<file path="src/rtl/tss_pkg.sv">
// ----------------------------------------------------------------------------
// tss_pkg
// Shared types, codes and Q16.16 helpers of the tridiagonal system solver.
// ----------------------------------------------------------------------------
`default_nettype none

package tss_pkg;

  localparam int unsigned MaxRowsDefault = 64;
  localparam int unsigned DivSteps       = 48;

  localparam logic [1:0] StatusOk        = 2'd0;
  localparam logic [1:0] StatusFirstZero = 2'd1;
  localparam logic [1:0] StatusLaterZero = 2'd2;
  localparam logic [1:0] StatusTooMany   = 2'd3;

  // Datapath operations, one per cycle.
  typedef enum logic [4:0] {
    OP_NONE,
    OP_LATCH,
    OP_ERR3,
    OP_COUNT,
    OP_ERR1,
    OP_FIRST,
    OP_RDG,
    OP_MULG,
    OP_BET,
    OP_NUM,
    OP_WRU,
    OP_WRG,
    OP_EMIT_ERR,
    OP_BRD0,
    OP_EMIT0,
    OP_BRD,
    OP_BMUL,
    OP_BEMIT
  } op_e;

  typedef struct packed {
    op_e op;
  } cmd_t;

  typedef struct packed {
    logic full;
    logic err_nz;
    logic first;
    logic b_zero;
    logic bet_zero;
    logic last;
    logic next_ok;
    logic i_zero;
    logic div_busy;
    logic out_free;
  } status_t;

  function automatic logic signed [31:0] sat48(input logic signed [47:0] v);
    logic signed [31:0] r;
    if (v > $signed(48'h0000_7fff_ffff)) begin
      r = 32'sh7fff_ffff;
    end else if (v < $signed(48'hffff_8000_0000)) begin
      r = 32'sh8000_0000;
    end else begin
      r = v[31:0];
    end
    return r;
  endfunction

  // Product already formed: divide by 2^16 toward zero, then saturate.
  function automatic logic signed [31:0] qmul_fix(input logic signed [63:0] p);
    logic signed [47:0] t;
    t = p[63:16];
    if (p[63] && (p[15:0] != 16'd0)) begin
      t = t + 48'sd1;
    end
    return sat48(t);
  endfunction

  function automatic logic signed [31:0] qsub(input logic signed [31:0] x,
                                              input logic signed [31:0] y);
    logic signed [32:0] d;
    logic signed [31:0] r;
    d = {x[31], x} - {y[31], y};
    if (d[32] != d[31]) begin
      r = d[32] ? 32'sh8000_0000 : 32'sh7fff_ffff;
    end else begin
      r = d[31:0];
    end
    return r;
  endfunction

endpackage

`default_nettype wire

</file>
<file path="src/rtl/tss_ctrl.sv">
// ----------------------------------------------------------------------------
// tss_ctrl
// Sequencer: forward sweep per row, error handling, back substitution.
// ----------------------------------------------------------------------------
`default_nettype none

module tss_ctrl (
  input  wire logic             clk_i,
  input  wire logic             rst_ni,
  input  wire logic             in_valid_i,
  output logic                  in_stall_o,
  input  wire tss_pkg::status_t status_i,
  output tss_pkg::cmd_t         cmd_o
);
  import tss_pkg::*;

  typedef enum logic [14:0] {
    S_IDLE  = 15'b000000000000001,
    S_CHECK = 15'b000000000000010,
    S_MULG  = 15'b000000000000100,
    S_BET   = 15'b000000000001000,
    S_NUM   = 15'b000000000010000,
    S_DIVU  = 15'b000000000100000,
    S_WRU   = 15'b000000001000000,
    S_DIVG  = 15'b000000010000000,
    S_WRG   = 15'b000000100000000,
    S_FIN   = 15'b000001000000000,
    S_BRD0  = 15'b000010000000000,
    S_EMIT0 = 15'b000100000000000,
    S_BRD   = 15'b001000000000000,
    S_BMUL  = 15'b010000000000000,
    S_BEMIT = 15'b100000000000000
  } state_e;

  state_e state_q, state_d;
  op_e    op;

  always_comb begin
    state_d = state_q;
    op      = OP_NONE;
    unique case (state_q)
      S_IDLE: begin
        if (in_valid_i) begin
          op      = OP_LATCH;
          state_d = S_CHECK;
        end
      end
      S_CHECK: begin
        priority if (status_i.full) begin
          op      = OP_ERR3;
          state_d = S_FIN;
        end else if (status_i.err_nz) begin
          op      = OP_COUNT;
          state_d = S_FIN;
        end else if (status_i.first && status_i.b_zero) begin
          op      = OP_ERR1;
          state_d = S_FIN;
        end else if (status_i.first) begin
          op      = OP_FIRST;
          state_d = S_DIVU;
        end else begin
          op      = OP_RDG;
          state_d = S_MULG;
        end
      end
      S_MULG: begin
        op      = OP_MULG;
        state_d = S_BET;
      end
      S_BET: begin
        op      = OP_BET;
        state_d = status_i.bet_zero ? S_FIN : S_NUM;
      end
      S_NUM: begin
        op      = OP_NUM;
        state_d = S_DIVU;
      end
      S_DIVU: begin
        if (!status_i.div_busy) state_d = S_WRU;
      end
      S_WRU: begin
        op = OP_WRU;
        priority if (status_i.last) state_d = S_BRD0;
        else if (status_i.next_ok)  state_d = S_DIVG;
        else                        state_d = S_IDLE;
      end
      S_DIVG: begin
        if (!status_i.div_busy) state_d = S_WRG;
      end
      S_WRG: begin
        op      = OP_WRG;
        state_d = S_IDLE;
      end
      S_FIN: begin
        if (!status_i.last) begin
          state_d = S_IDLE;
        end else if (status_i.out_free) begin
          op      = OP_EMIT_ERR;
          state_d = S_IDLE;
        end
      end
      S_BRD0: begin
        op      = OP_BRD0;
        state_d = S_EMIT0;
      end
      S_EMIT0: begin
        if (status_i.out_free) begin
          op      = OP_EMIT0;
          state_d = status_i.i_zero ? S_IDLE : S_BRD;
        end
      end
      S_BRD: begin
        op      = OP_BRD;
        state_d = S_BMUL;
      end
      S_BMUL: begin
        op      = OP_BMUL;
        state_d = S_BEMIT;
      end
      S_BEMIT: begin
        if (status_i.out_free) begin
          op      = OP_BEMIT;
          state_d = status_i.i_zero ? S_IDLE : S_BRD;
        end
      end
      default: state_d = S_IDLE;
    endcase
  end

  always_ff @(posedge clk_i or negedge rst_ni) begin
    if (!rst_ni) begin
      state_q <= S_IDLE;
    end else begin
      state_q <= state_d;
    end
  end

  assign in_stall_o = state_q != S_IDLE;
  assign cmd_o.op   = op;

endmodule

`default_nettype wire

</file>
<file path="config.mk">
export PLATFORM = sky130hd
export DESIGN_NAME = tss_ctrl
export DESIGN_NICKNAME = d
export VERILOG_FILES = /design/src/rtl/tss_pkg.sv /design/src/rtl/tss_ctrl.sv
export SDC_FILE = /design/constraint.sdc
export NUM_CORES = 1
export LEC_CHECK = 0
export ABC_AREA = 0
export BUFFER_PORTS_ARGS = -buffer_cell sky130_fd_sc_hd__buf_2
export CAP_MARGIN = 15
export CORE_MARGIN = 2
export CORE_UTILIZATION = 55
export CTS_CLUSTER_SIZE = 24
export DETAILED_ROUTE_END_ITERATION = 7
export GPL_TIMING_DRIVEN = 0
export PLACE_DENSITY = 0.78
export SLEW_MARGIN = 20
export SYNTH_ARGS = -nofsm -noshare
export SYNTH_HDL_FRONTEND = slang
export SYNTH_SLANG_ARGS = --single-unit
</file>
<file path="constraint.sdc">
create_clock -name clk_i -period 2.9 [get_ports clk_i]
set_input_delay 0.58 -clock clk_i [delete_from_list [all_inputs] [get_ports clk_i]]
set_output_delay 0.58 -clock clk_i [all_outputs]
set_load 0.1 [all_outputs]
</file>
==> flow_metrics.py <==
metrics = {
    "worst_hold_path": {
        "hold_path_class": "input port to asynchronous set/reset pin",
    },
    "final_layout": {
        "layout_common_cells": "18 x nor2_1, 13 x buf_2, 13 x buf_4, 11 x nor3_1, 11 x dfrtp_1",
        "top_regs": "state_q: 15 flops",
        "syn_to_final_growth_pct": 36.0,
        "nets": 187,
        "regMostFlops": "state_q",
        "layout-drive-gt1-share_pct": 32.4,
        "final_common_cell": "nor2_1",
        "finish.utilization_pct": 80.4,
        "antenna_cells": 0,
        "largest_register_ffs": 15,
        "final_area_um2": 1590,
    },
    "timing": {
        "slew-limit-headroom_pct": 68.1,
        "setup_viol": 3,
        "skew_ns": 0.000319,
        "setup_ws_ns": -0.147,
        "setup_tns_ns": -0.376,
        "rsz0062_at_grt": "yes",
        "period_share_pct": 105,
        "tightestPinTransition_ns": 0.482,
        "period_needed_ns": 3.05,
        "hold_violations": 0,
        "finalMaxSlewViolations": 0,
        "timing.fmax_mhz": 328,
    },
    "synth": {
        "synth_nets": 157,
        "synth_area_um2": 1170,
        "synth_top_flop_cell": "dfrtp_1",
        "yosys_warnings": 0,
        "syn_avg_cell_area_um2": 8.13,
        "yosysSeqAreaShare_pct": 32.2,
        "netlist_instances": 144,
        "synth_edf_count": 0,
        "synth_cell_types": 46,
        "synth_seq_cells": 15,
        "ys_async_sr_fraction_pct": 100,
    },
    "power": {
        "power_leakage_uw": 0.000681,
        "p_per_area_nw_per_um2": 713,
        "totalPowerFinal_uw": 1140,
        "ir_drop_mv": 0.593,
    },
    "drt": {
        "route.antenna.remaining_nets": 0,
        "drt_iter0_markers": 155,
        "vias": 1427,
        "wire_per_inst_um": 20.3,
        "via_per_inst": 7.14,
        "wirelength_um": 4050,
        "drc": 0,
        "drt_pass1_iterations": 4,
    },
    "global_route": {
        "grt_pass1_vias": 1276,
        "grt_usage_pct": 31.2,
        "grt_pass1_wl_um": 5840,
        "antenna_found_initial": 0,
        "grt_max_degree": 16,
        "grt_remaining_overflow": 0,
    },
    "critical_path": {
        "path_cells": "buf_6, or4_4, or4_4, o21a_1, nand4b_1, buf_8",
        "reg2reg_depth": 8,
        "worst_setup_path_start_kind": "register",
        "worstPathRequired_ns": 2.32,
        "cpPeakStageDelay_ns": 0.55,
        "path_max_fanout": 4,
        "worst-path-stages": 6,
        "slowest_stage": "or4_4",
        "cpMostUsedCell": "or4_4",
        "path_buf_inv": 2,
        "crit_type": "register to primary output",
        "critPathTopFamily": "simple AND/OR/NAND/NOR gates",
        "cp.arrival_ns": 2.47,
        "timing.critical_path.to_type": "primary output",
    },
    "placement": {
        "port_buffers": 18,
        "gp_congestion": 0.956,
        "place_area_um2": 1330,
        "post-dp-hpwl_um": 2450,
        "dp_slack_ns": -0.287,
    },
    "cts": {
        "numCtsBuffers": 3,
        "hold_buffers": 0,
        "clk_pin_slew_ns": 0.10,
        "ctsRootBufferMaster": "clkbuf_4",
        "clockBufferDepth": 2,
        "numClockSinks": 15,
        "cts_htree_levels": 1,
        "cts_tree": "done",
        "clk_latency_ns": 0.29,
    },
    "job": {
        "maxCapViolCount": 0,
    },
    "die": {
        "core.rowCount": 16,
        "core_area_um2": 1980,
        "die_x_um": 50.1,
        "dieArea_um2": 2510,
        "start_util_pct": 59.1,
        "die_y_um": 50.1,
        "ios": 19,
    },
    "status": {
        "violations": "negative setup slack",
        "status": "finished with violations",
    },
}
==> logic make-up (layout without fill, tap and decap cells) <==
logic type,count (synthesis),after routing,synth area share [%]
AND/OR/NAND/NOR,88,88,43.8
AO/OA/AOI/OAI,21,21,14.4
flip-flops,15,15,32.2
buffers and inverters,15,44,5.77
XOR/XNOR,4,4,2.99
multiplexers,1,1,0.855
==> what timing repair did <==
item	in CTS	in global routing
pin swaps	6	7
buffers inserted	7	6
resized for setup	25	9
endpoints found under the setup margin	5	5
==> power breakdown <==
group,switching (uW),total (uW),leakage (uW),internal (uW)
clock network,75.8,127,0.0000177,51.4
logic,464,730,0.000463,266
registers,43.6,278,0.000200,234
==> final timing paths <==
path                                        startpoint                 endpoint  slack (ns)
worst max-delay path            state_q[4]$_DFFE_PN0P_                 cmd_o[0]       -0.15
worst min-delay path                            rst_ni  state_q[11]$_DFFE_PN0P_        0.17
worst max register to register  state_q[4]$_DFFE_PN0P_   state_q[0]$_DFFE_PN1P_        0.47
worst min register to register  state_q[4]$_DFFE_PN0P_   state_q[6]$_DFFE_PN0P_        0.55
max in group asynchronous                       rst_ni   state_q[0]$_DFFE_PN1P_        2.43
min in group clk_i                         status_i[2]  state_q[12]$_DFFE_PN0P_        0.46
==> Yosys cell counts, types with 4 or more instances <==
| cell | number | share of area, % |
|---|---|---|
| nor2_1 | 19 | 6.1 |
| dfrtp_1 | 14 | 30 |
| nor3_1 | 12 | 5.1 |
| nand2_1 | 9 | 2.9 |
| nand4_1 | 7 | 3.7 |
| clkbuf_1 | 6 | 1.9 |
| nor4_1 | 6 | 3.2 |
| inv_1 | 5 | 1.6 |
| nand3_1 | 4 | 1.7 |
| nand4b_1 | 4 | 3.0 |
| nor2b_1 | 4 | 2.1 |
==> layer usage <==
layer	global-route usage (%)	wire [um]
met1	39.3	1490
met2	51.8	1860
met4	13.0	232
met3	6.25	470
met5	0	0
==> per-stage QoR <==
step | hold slack [ns] | instances
floorplan | 0.284 | 144
detailed placement | 0.503 | 189
global route | 0.200 | 200
global placement | 0.499 | 189
CTS | 0.182 | 195
finish | 0.172 | 200
==> layout make-up <==
class / count / area (um^2)
repair buffers: 31 / 258
clock buffers: 3 / 22.5
flip-flops and latches: 15 / 380
well taps: 27 / 33.8
fillers: 117 / 389
clock inverters: 1 / 5.00
multi-input cells: 114 / 845
plain buffers: 4 / 30.0
inverters: 5 / 18.8
(Power assumes the default switching activity.)
